$ cat src/hdl/pip_pkg.sv
// Shared types, constants and codes for the even-odd point-in-polygons block.
package pip_pkg;

	// Storage and coordinate sizing.
	localparam int MAX_VERTICES = 256;
	localparam int COORD_BITS   = 16;
	localparam int ADDR_W       = $clog2(MAX_VERTICES);
	localparam int CNT_W        = ADDR_W + 1;
	localparam int DIFF_W       = COORD_BITS + 1;
	localparam int PROD_W       = 2 * DIFF_W;

	// Operation codes of an input transaction.
	localparam logic [1:0] OP_CLEAR  = 2'd0;
	localparam logic [1:0] OP_APPEND = 2'd1;
	localparam logic [1:0] OP_QUERY  = 2'd2;

	typedef logic signed [COORD_BITS-1:0] coord_t;

	typedef struct packed {
		logic [1:0] operation;
		coord_t     coord_x;
		coord_t     coord_y;
		logic       closes_polygon;
	} req_t;

	typedef struct packed {
		logic inside_res;
		logic overflowed;
	} rsp_t;

	typedef struct packed {
		coord_t x;
		coord_t y;
	} vtx_t;

	// Commands from the controller to the datapath.
	typedef struct packed {
		logic              clear;
		logic              append;
		logic              start;
		logic              rd_en;
		logic              last;
		logic [ADDR_W-1:0] addr;
		logic              load_out;
	} cmd_t;

	// Status from the datapath to the controller.
	typedef struct packed {
		logic [CNT_W-1:0] count;
		logic             done;
	} sts_t;

endpackage

$ cat src/hdl/pip_ctrl.sv
// Controller: input and output handshakes and the sequencing of the vertex walk.
module pip_ctrl import pip_pkg::*; (
	input  logic clk,
	input  logic arst_n,
	input  logic req_valid,
	input  req_t req,
	output logic req_stall,
	output logic rsp_valid,
	input  logic rsp_stall,
	output cmd_t cmd,
	input  sts_t sts
);

	typedef enum logic [3:0] {
		S_IDLE  = 4'b0001,
		S_WALK  = 4'b0010,
		S_DRAIN = 4'b0100,
		S_DONE  = 4'b1000
	} state_t;

	state_t            state_q;
	state_t            state_nxt;
	logic [ADDR_W-1:0] addr_q;
	logic [ADDR_W-1:0] addr_nxt;
	logic              accept;
	logic              last_addr;
	logic              out_free;

	assign req_stall = (state_q != S_IDLE);
	assign accept    = req_valid && (state_q == S_IDLE);
	assign last_addr = ((CNT_W'(addr_q) + CNT_W'(1)) == sts.count);
	assign out_free  = !rsp_valid || !rsp_stall;

	// Next state and commands.
	always_comb begin
		state_nxt    = state_q;
		addr_nxt     = addr_q;
		cmd          = '0;
		cmd.addr     = addr_q;
		cmd.last     = last_addr;
		unique case (state_q)
			S_IDLE: begin
				if (accept) begin
					unique case (req.operation)
						OP_CLEAR:  cmd.clear  = 1'b1;
						OP_APPEND: cmd.append = 1'b1;
						OP_QUERY: begin
							cmd.start = 1'b1;
							addr_nxt  = '0;
							state_nxt = (sts.count == '0) ? S_DONE : S_WALK;
						end
						default: ;
					endcase
				end
			end
			S_WALK: begin
				cmd.rd_en = 1'b1;
				addr_nxt  = addr_q + ADDR_W'(1);
				if (last_addr) begin
					state_nxt = S_DRAIN;
				end
			end
			S_DRAIN: begin
				if (sts.done) begin
					state_nxt = S_DONE;
				end
			end
			S_DONE: begin
				if (out_free) begin
					cmd.load_out = 1'b1;
					state_nxt    = S_IDLE;
				end
			end
			default: state_nxt = S_IDLE;
		endcase
	end

	always_ff @(posedge clk or negedge arst_n) begin
		if (!arst_n) begin
			state_q <= S_IDLE;
			addr_q  <= '0;
		end else begin
			state_q <= state_nxt;
			addr_q  <= addr_nxt;
		end
	end

	// Output valid: set on a load, cleared once the transaction is taken.
	always_ff @(posedge clk or negedge arst_n) begin
		if (!arst_n) begin
			rsp_valid <= 1'b0;
		end else if (cmd.load_out) begin
			rsp_valid <= 1'b1;
		end else if (!rsp_stall) begin
			rsp_valid <= 1'b0;
		end
	end

`ifndef SYNTH
	// The pipeline reports completion only while the controller waits for it.
	a_done_in_drain: assert property (@(posedge clk) disable iff (!arst_n)
		sts.done |-> (state_q == S_DRAIN))
		else $error("walk completion outside of drain state");

	// A result is never loaded over one that is still held by the receiver.
	a_no_overwrite: assert property (@(posedge clk) disable iff (!arst_n)
		cmd.load_out |-> !(rsp_valid && rsp_stall))
		else $error("result register overwritten while stalled");

	// The walk never reads beyond the stored vertices.
	a_addr_in_range: assert property (@(posedge clk) disable iff (!arst_n)
		(state_q == S_WALK) |-> (CNT_W'(addr_q) < sts.count))
		else $error("walk address beyond vertex count");
`endif

endmodule

$ cat config.mk
export PLATFORM = sky130hd
export DESIGN_NAME = pip_ctrl
export DESIGN_NICKNAME = d
export VERILOG_FILES = /design/src/hdl/pip_pkg.sv /design/src/hdl/pip_ctrl.sv
export SDC_FILE = /design/constraint.sdc
export NUM_CORES = 1
export LEC_CHECK = 0
export BUFFER_PORTS_ARGS = -buffer_cell sky130_fd_sc_hd__buf_2
export CORE_MARGIN = 5
export CORE_UTILIZATION = 31
export CTS_CLUSTER_DIAMETER = 80
export DETAILED_ROUTE_END_ITERATION = 8
export SYNTH_ARGS = -nofsm -noshare
export SYNTH_HDL_FRONTEND = slang
export SYNTH_SLANG_ARGS = --single-unit
export TNS_END_PERCENT = 30
$ cat constraint.sdc
create_clock -name clk -period 6.7 [get_ports clk]
set_input_delay 0.67 -clock clk [delete_from_list [all_inputs] [get_ports clk]]
set_output_delay 0.67 -clock clk [all_outputs]
set_load 0.005 [all_outputs]
==> reports/results.ini, run 1 <==
[sta]
setup_ws_ps=3560
setup_tns_ps=0
hold_viol_final=0
rsz0062_at_grt=no
post-route-period-util=0.469
setup_viol=0
fin_crit_ps=3140
final_max_slew_viol_count=0
skew_ps=1.80
timing.hold.ws_ps=263
fmax_mhz=318
tightestPinTransition_ps=691
slew_headroom=0.539

[routing]
wl_per_cell_um=13.2
firstDrtPassIters=6
drtAntennaViolNets=0
routed_wl_mm=2.57
viasPerCell=5.16
drc=0
vias=1001
drt_iter0_drc=38

[clock_tree]
cts-root-buf=clkbuf_4
postCtsSetupBuffers=0
ctsHoldBuffers=0
clk_latency_ps=280
cts_tree=done
cts_made_buffers=3
clockBufferDepth=2
htree_levels=1
ctsResizeCount=0
path_clk_slew_ps=80
numClockSinks=13

[placement]
io_buffers=31
place_area_sq_mm=0.00118
dp_slack_ps=3900
hpwl_mm=2.05
routabilityCongestion=0.755
dp_cells=190

[synth]
yosysWarnings=0
netlist_area_sq_um=997
ys.flop_type=dfrtp_1
synth_seq_area_share=0.327
synthCells=119
synth_top_area_frac=0.301
yosysTopAreaCell=dfrtp_1
ys_ff_latch=13
synthTopCellsByArea=dfrtp_1, xnor2_1, o21ai_0
avgSynthCellArea_sq_um=8.38
synthArstFlopShare=1.00
synth_fp_nets=169
synth_edf_count=0
ys_types=48

[grt]
track_usage=0.128
grt-ovfl-total=0
grt_pass1_wl_mm=4.36
grt_pass1_vias=957
grt_max_degree=14
antenna_found_initial=0

[power]
total_power_mw=0.335
vdd_drop_max_v=0.000134
powerDensity_mw_per_mm2=278
total_leakage_power_nw=0.548

[floorplanning]
pin_count=65
fp.dieW_um=66.7
rows=20
start_util=0.324
coreArea_sq_mm=0.00308
fp.dieH_um=66.7
dieArea_sq_mm=0.00445

[worst_setup_path]
cp.arrival_ps=2470
rr_worst_depth=6
timing.rr.end=addr_q[5]
start_kind=register
crit_required_ps=6030
critPathMaxFanout=9
rrSetupSlack_ps=4190
crit_type=reg -> out
r2r-start=state_q[0]
cp-end-kind=output pin

[job]
drv_cap=0

[final_layout]
drive_gt1_frac=0.280
fin_nets=201
stdcell_area_sq_mm=0.00121
instances_no_fill=194
fin_util=0.392
area_delta_synth_final_pct=21.1
n_antenna_cell=0

[status]
outcome=complete, no violations

[hold_path]
hold_path_class=in -> async

==> layout by cell type, fill, tap and decap left out, types with 2 or more instances in the layout <==
cell	n
a21o_1	3
a21oi_1	6
and3_1	4
buf_2	31
clkbuf_4	3
dfrtp_1	12
inv_1	2
nand2_1	9
nand3_1	5
nand3b_1	3
nor2_1	11
nor3_1	4
o21ai_0	12
o31ai_1	2
or3_1	2
xnor2_1	7
xor2_1	3
==> cell type report <==
class | instances | area [sq um]
fillers | 330 | 1870
inverters | 3 | 11.3
well taps | 44 | 55.1
repair buffers | 31 | 155
flip-flops and latches | 13 | 327
clock inverters | 1 | 5.00
multi-input cells | 99 | 632
clock buffers | 3 | 22.5
==> routing by layer <==
| metal | up-vias | share of wire | GRT usage |
|---|---|---|---|
| met2 | 37 | 0.44 | 0.198 |
| met5 | - | 0 | 0 |
| li1 | 509 | - | - |
| met1 | 450 | 0.46 | 0.172 |
| met4 | 0 | 0.012 | 0.0457 |
| met3 | 5 | 0.084 | 0.0304 |
==> report_power, final <==
| part | leakage, nW | switching, mW | internal, mW |
|---|---|---|---|
| Clock | 0.0177 | 0.0273 | 0.0222 |
| Combinational | 0.358 | 0.0902 | 0.0719 |
| Sequential | 0.172 | 0.0272 | 0.0966 |
| Total | 0.548 | 0.145 | 0.191 |
==> flip-flops by register name, summed over array words and instances, names as in the netlist <==
signal	count
rsp_valid	1
state_q	4
addr_q	8
==> worst max-delay path: stages (launching register included) <==
cell and delay (ps):
dfrtp_1 530, ha_1 340, and3_1 250, and3_4 210, xnor2_1 80, or4_4 540
nor2_1 120, buf_2 120
==> synthesized netlist by cell type, types with 2 or more instances <==
master and number:
a21o_1 3, nand3_1 5, or3_1 2, a21oi_1 6
nand2_1 9, nand3b_1 3, inv_1 2, dfrtp_1 12
o31ai_1 2, buf_4 2, nor3_1 4, o21ai_0 12
nor2_1 11, xnor2_1 7, xor2_1 3, and3_1 4
==> logic make-up after synthesis <==
logic type,share of synthesized area
XOR/XNOR,0.0878
flip-flops,0.327
AND/OR/NAND/NOR,0.297
AO/OA/AOI/OAI,0.236
buffers and inverters,0.0389
adder cells (fa/ha/maj),0.0125
==> worst max-delay path by stage <==
stage	start	end	slack, ps	cells after the start
finish	addr_q[0]	cmd[9]	3560	7
global route	addr_q[0]	cmd[9]	3410	7
CTS	addr_q[0]	cmd[9]	3580	7
detailed placement	addr_q[0]	cmd[9]	3900	7
global placement	addr_q[0]	cmd[9]	3890	7
floorplan	addr_q[0]	cmd[9]	4050	7
Note: power is estimated with default switching activity, not from simulation.
==> run 2, diff against run 1 <==
- ABC_AREA: unset -> 1
- clock period: 6.7 -> 3.1 ns (I/O delays scaled with it)
==> run 2 against run 1 <==
Effect of this change: utilization up 0.89 points; flip-flop and latch count unchanged; register-to-register slack worse by 2900 ps; critical path depth up 3; sequential power rose to 2.6 times the previous value; synthesized cell count up 30%; sequential share of layout area down 0.60 points; clock skew up 5.6 ps; die area down 0.10%; first-iteration DRC count up 24%; critical endpoint unchanged; clock power up 110%; highest routed layer unchanged; global-route usage down 0.22 points.
==> reports/results.ini, run 2 <==
[status]
outcome=complete, no violations

[final_layout]
instances_no_fill=234
final_common_cell=nand2_1
largest_reg_flops=8
area_delta_synth_final_pct=24.0
drive_gt1_frac=0.237
fin_nets=241
regMostFlops=addr_q
n_antenna_cell=0
layout_common_cells=nand2_1, buf_2, inv_1, nand3_1, dfrtp_1
top_regs=addr_q (8), state_q (4), rsp_valid (1)

[worst_setup_path]
crit_required_ps=2790
crit_type=reg -> out
cp.arrival_ps=1940
critPathMaxFanout=8
start_kind=register
cp-end-kind=output pin

[grt]
grt_use_met2=0.203
track_usage=0.126
top_usage_layer=met2
grtUsageMet3=0.0422
grtUsageMet1=0.163
grt_max_degree=14
grt-ovfl-total=0
antenna_found_initial=0
grt_pass1_vias=1038
grt_pass1_wl_mm=4.35

[sta]
tightestPinTransition_ps=348
setup_viol=0
fmax_mhz=445
setup_tns_ps=0
timing.hold.ws_ps=260
hold_viol_final=0
fin_crit_ps=2250
slew_headroom=0.766
rsz0062_at_grt=no
final_max_slew_viol_count=0
post-route-period-util=0.725
skew_ps=7.38

[power]
sw_frac_of_total=0.474
seq_power_share=0.362
internal_power_mw=0.463
vdd_drop_max_v=0.000333
total_leakage_power_nw=0.680
p_sw_mw=0.418
total_power_mw=0.881
clkPwrFrac=0.119
powerDensity_mw_per_mm2=713
power.combinational.fraction=0.519

[synth]
ys_types=22
avgSynthCellArea_sq_um=6.43
synth_edf_count=0
yosysWarnings=0
netlist_area_sq_um=996
ys_ff_latch=13
ys.flop_type=dfrtp_1
synthCells=155
synthArstFlopShare=1.00
synth_top_area_frac=0.302
synth_fp_nets=205
synth_common_cells=nand2_1, inv_1, nand3_1
yosysMostFrequentCell=nand2_1
synth_seq_area_share=0.328
yosysTopAreaCell=dfrtp_1
synthTopCellsByArea=dfrtp_1, nand2_1, inv_1

[hold_path]
hold_path_class=in -> reg

[clock_tree]
numClockSinks=13
clk_latency_ps=280
clockBufferDepth=2
cts_tree=done
htree_levels=1
ctsResizeCount=0
cts_made_buffers=3
path_clk_slew_ps=80
cts-root-buf=clkbuf_4

[routing]
drt_iter0_drc=47
routed_wl_mm=2.50
firstDrtPassIters=4
drtAntennaViolNets=0
viasPerCell=4.65
drc=0
vias=1089
wl_per_cell_um=10.7

[floorplanning]
rows=20
start_util=0.324
coreArea_sq_mm=0.00308
pin_count=65
dieArea_sq_mm=0.00445
fp.dieH_um=66.7
fp.dieW_um=66.7

[job]
drv_cap=0

[placement]
routabilityCongestion=0.851
hpwl_mm=2.11
io_buffers=31
dp_cells=229

run 2: cell types whose count changed after synthesis, moves of 4 or more:
cell and delta:
nand4_1 +6, o21ai_0 -5, inv_1 +26, nand3_1 +12
nand2_2 +5, and3_1 -4, nand2_1 +36, xnor2_1 -7
a21oi_1 -6
run 2: worst paths after layout:
check                      slack, ps  cells past startpoint    endpoint       from
min in group asynchronous        440                      2   addr_q[1]     arst_n
hold / removal                   260                      3   rsp_valid  rsp_stall
setup / recovery                 850                     10      cmd[9]  addr_q[0]
max in group asynchronous       2390                      2  state_q[0]     arst_n
setup reg to reg                1290                     12  state_q[1]  addr_q[0]
hold reg to reg                  490                      2   rsp_valid  rsp_valid
run 2: kinds of logic (layout without fill, tap and decap cells):
family,count (synthesis),after routing,share of synthesized area
AND/OR/NAND/NOR,97,97,0.457
buffers and inverters,29,64,0.113
AO/OA/AOI/OAI,15,15,0.0892
flip-flops,13,13,0.328
adder cells (fa/ha/maj),1,1,0.0126
run 2: power groups by stage:
stage / Sequential [mW] / Combinational [mW] / Clock, mW
4_1_cts: 0.319 / 0.466 / 0.108
3_5_place_dp: 0.322 / 0.463 / 0
2_1_floorplan: 0.309 / 0.315 / 0
3_3_place_gp: 0.322 / 0.459 / 0
5_1_grt: 0.334 / 0.535 / 0.118
6_report: 0.319 / 0.458 / 0.105
run 2: what timing repair did:
item | 4_1_cts | 5_1_grt
hold buffers | 1 | 0
hold endpoints to repair | 12 | 0
buffers inserted | 0 | 0
run 2: layout make-up:
class	count	area, sq um
Fill cell	358	1840
Multi-Input combinational cell	113	557
Sequential cell	13	327
Timing Repair Buffer	32	165
Inverter	28	105
Tap cell	44	55.1
Clock buffer	4	26.3
run 2: critical path, stage by stage, from the launching register on:
cell and delay [ps]:
dfrtp_1 470, ha_1 290, nand2_1 120, inv_1 120, nand2_1 80, nand2_1 100
nand2_1 50, nand2_1 70, nand4_1 80, nor3_1 130, buf_2 140
run 2: per-stage QoR:
stage	util	instance area, sq um	setup slack, ps
final	0.401	1230	852
after global routing	0.401	1230	557
after CTS	0.401	1230	813
after detailed placement	0.389	1200	1130
after global placement	0.389	1200	1130
after floorplan	-	996	1330
run 2: metal layers:
metal / part of all wire / vias up
met5: 0 / -
met4: 0.0044 / 0
met3: 0.045 / 2
met2: 0.47 / 22
met1: 0.48 / 484
li1: - / 581
==> run 3, diff against run 2 <==
- ABC_AREA: 1 -> 0
- clock period: 3.1 -> 2.05 ns (I/O delays scaled with it)
==> run 3 against run 2 <==
Effect of this change: the flow now finishes with violations (negative setup slack); setup slack got worse by 1100 ps; sequential share of layout area shrank 2.2 points; global-route usage increased by 0.79 points; sequential power rose by 23%; flip-flop and latch count stayed put; hold slack lost 98 ps; design area rose by 11%; via count rose by 0.37%; clock-buffer cell count stayed put; final cell count shrank 12%; critical path depth shrank 3; critical path type unchanged; critical endpoint unchanged; largest power group unchanged.
==> reports/results.ini, run 3 (same netlist as run 1, synthesis figures left out) <==
[sta]
setup_tns_ps=-221
setup_viol=2
fin_crit_ps=2270
post-route-period-util=1.11
slew_headroom=0.735
hold_viol_final=0
setup_ws_ps=-220
final_max_slew_viol_count=0
rsz0062_at_grt=yes
tightestPinTransition_ps=387
fmax_mhz=440
skew_ps=5.02

[final_layout]
area_delta_synth_final_pct=36.9
ff_latch_area_sq_um=330
fin_util=0.443
regMostFlops=addr_q
fin_nets=214
largest_reg_flops=8
fillers=316
drive_gt1_frac=0.387
top_regs=addr_q (8), state_q (4), rsp_valid (1)
multi_input_area_sq_um=683
n_antenna_cell=0
layout_common_cells=buf_2, o21ai_0, buf_4
final_common_cell=buf_2

[placement]
io_buffers=31
hpwl_mm=2.09
routabilityCongestion=0.870

[worst_setup_path]
cp-end-kind=output pin
crit_type=reg -> out
crit_family=simple AND/OR/NAND/NOR gates
worstPathCellList=ha_4, and3_4, and3_4, xnor2_1, or4_4, nor2_2, buf_2
worst-path-stages=7
rr_worst_depth=7
slowest_delay_ps=500
crit_slowest_cell=or4_4
crit_path_end=cmd[9]
critPathMaxFanout=6
timing.rr.end=state_q[1]
crit_required_ps=1850
rrSetupSlack_ps=0
critPathLaunch=addr_q[0]
start_kind=register
r2r-start=addr_q[0]
crit_top_cell=and3_4
worst-path-buf-inv=1
cp.arrival_ps=2070

[power]
powerDensity_mw_per_mm2=928
vdd_drop_max_v=0.000491
total_leakage_power_nw=0.613

[clock_tree]
numClockSinks=13
path_clk_slew_ps=80
clk_latency_ps=280
cts_tree=done
htree_levels=1
clockBufferDepth=2
cts-root-buf=clkbuf_4
cts_made_buffers=3

[floorplanning]
fp.dieW_um=66.7
coreArea_sq_mm=0.00308
start_util=0.324
rows=20
dieArea_sq_mm=0.00445
fp.dieH_um=66.7
pin_count=65

[grt]
top_usage_layer=met2
grt_use_met2=0.231
grt_pass1_vias=1056
antenna_found_initial=0
grt-ovfl-total=0
grt_pass1_wl_mm=4.57
grtUsageMet1=0.162
track_usage=0.134
grtUsageMet3=0.0202
grt_max_degree=14

[hold_path]
hold_path_class=in -> reg

[routing]
routed_wl_mm=2.75
drtAntennaViolNets=0
drc=0
vias=1093
viasPerCell=5.28
firstDrtPassIters=4
drt_iter0_drc=30
wl_per_cell_um=13.3

[status]
violations=negative setup slack
outcome=complete, but fails checks

[job]
drv_cap=0

## run 3: repair_timing
action / in CTS / in global routing
resized for setup: 6 / 4
buffers inserted: 1 / 1
pin swaps: 3 / 2
hold endpoints to repair: 12 / 0
setup endpoints to repair: 2 / 5
hold buffers: 1 / 0
## run 3: metrics by stage
stage | worst slack [ps] | area [sq um] | power (mW) | cells | hold WS [ps]
after floorplan | 13.9 | 1020 | 0.802 | 119 | -90.6
after global placement | -11.2 | 1270 | 1.04 | 200 | 111
after detailed placement | 5.04 | 1270 | 1.06 | 200 | 117
after CTS | -258 | 1340 | 1.26 | 206 | 153
after global routing | -316 | 1370 | 1.38 | 207 | 179
final | -220 | 1370 | 1.27 | 207 | 161
## run 3: worst min path at each step
stage              start         to  slack (ps)  cells past startpoint
2_1_floorplan     arst_n  addr_q[0]         -90                      0
3_3_place_gp      arst_n  rsp_valid         110                      1
3_5_place_dp      arst_n  rsp_valid         120                      1
4_1_cts        rsp_stall  rsp_valid         150                      3
5_1_grt        rsp_stall  rsp_valid         180                      3
6_report       rsp_stall  rsp_valid         160                      3
## run 3: tightest hold or removal path, stage by stage
cell     delay [ps]
buf_2            90
nand2_1          60
nand2_1          50
## run 3: layout make-up
| type | count | area share |
|---|---|---|
| inverter | 3 | 0.00825 |
| tap | 44 | 0.0403 |
| multi-input combinational | 99 | 0.500 |
| clock buffer | 4 | 0.0192 |
| sequential | 13 | 0.242 |
| timing repair buffer | 44 | 0.190 |
## run 3: where the power goes
part           internal (mW)  total [mW]  switching, mW
sequential             0.321       0.392         0.0706
combinational          0.352       0.714          0.363
clock                 0.0754       0.161         0.0854
total                  0.748        1.27          0.519
## run 3: metal layers
metal	up-vias	routed length, um
met5	-	0
met3	4	227
met2	45	1330
li1	539	-
met1	505	1150
met4	0	45
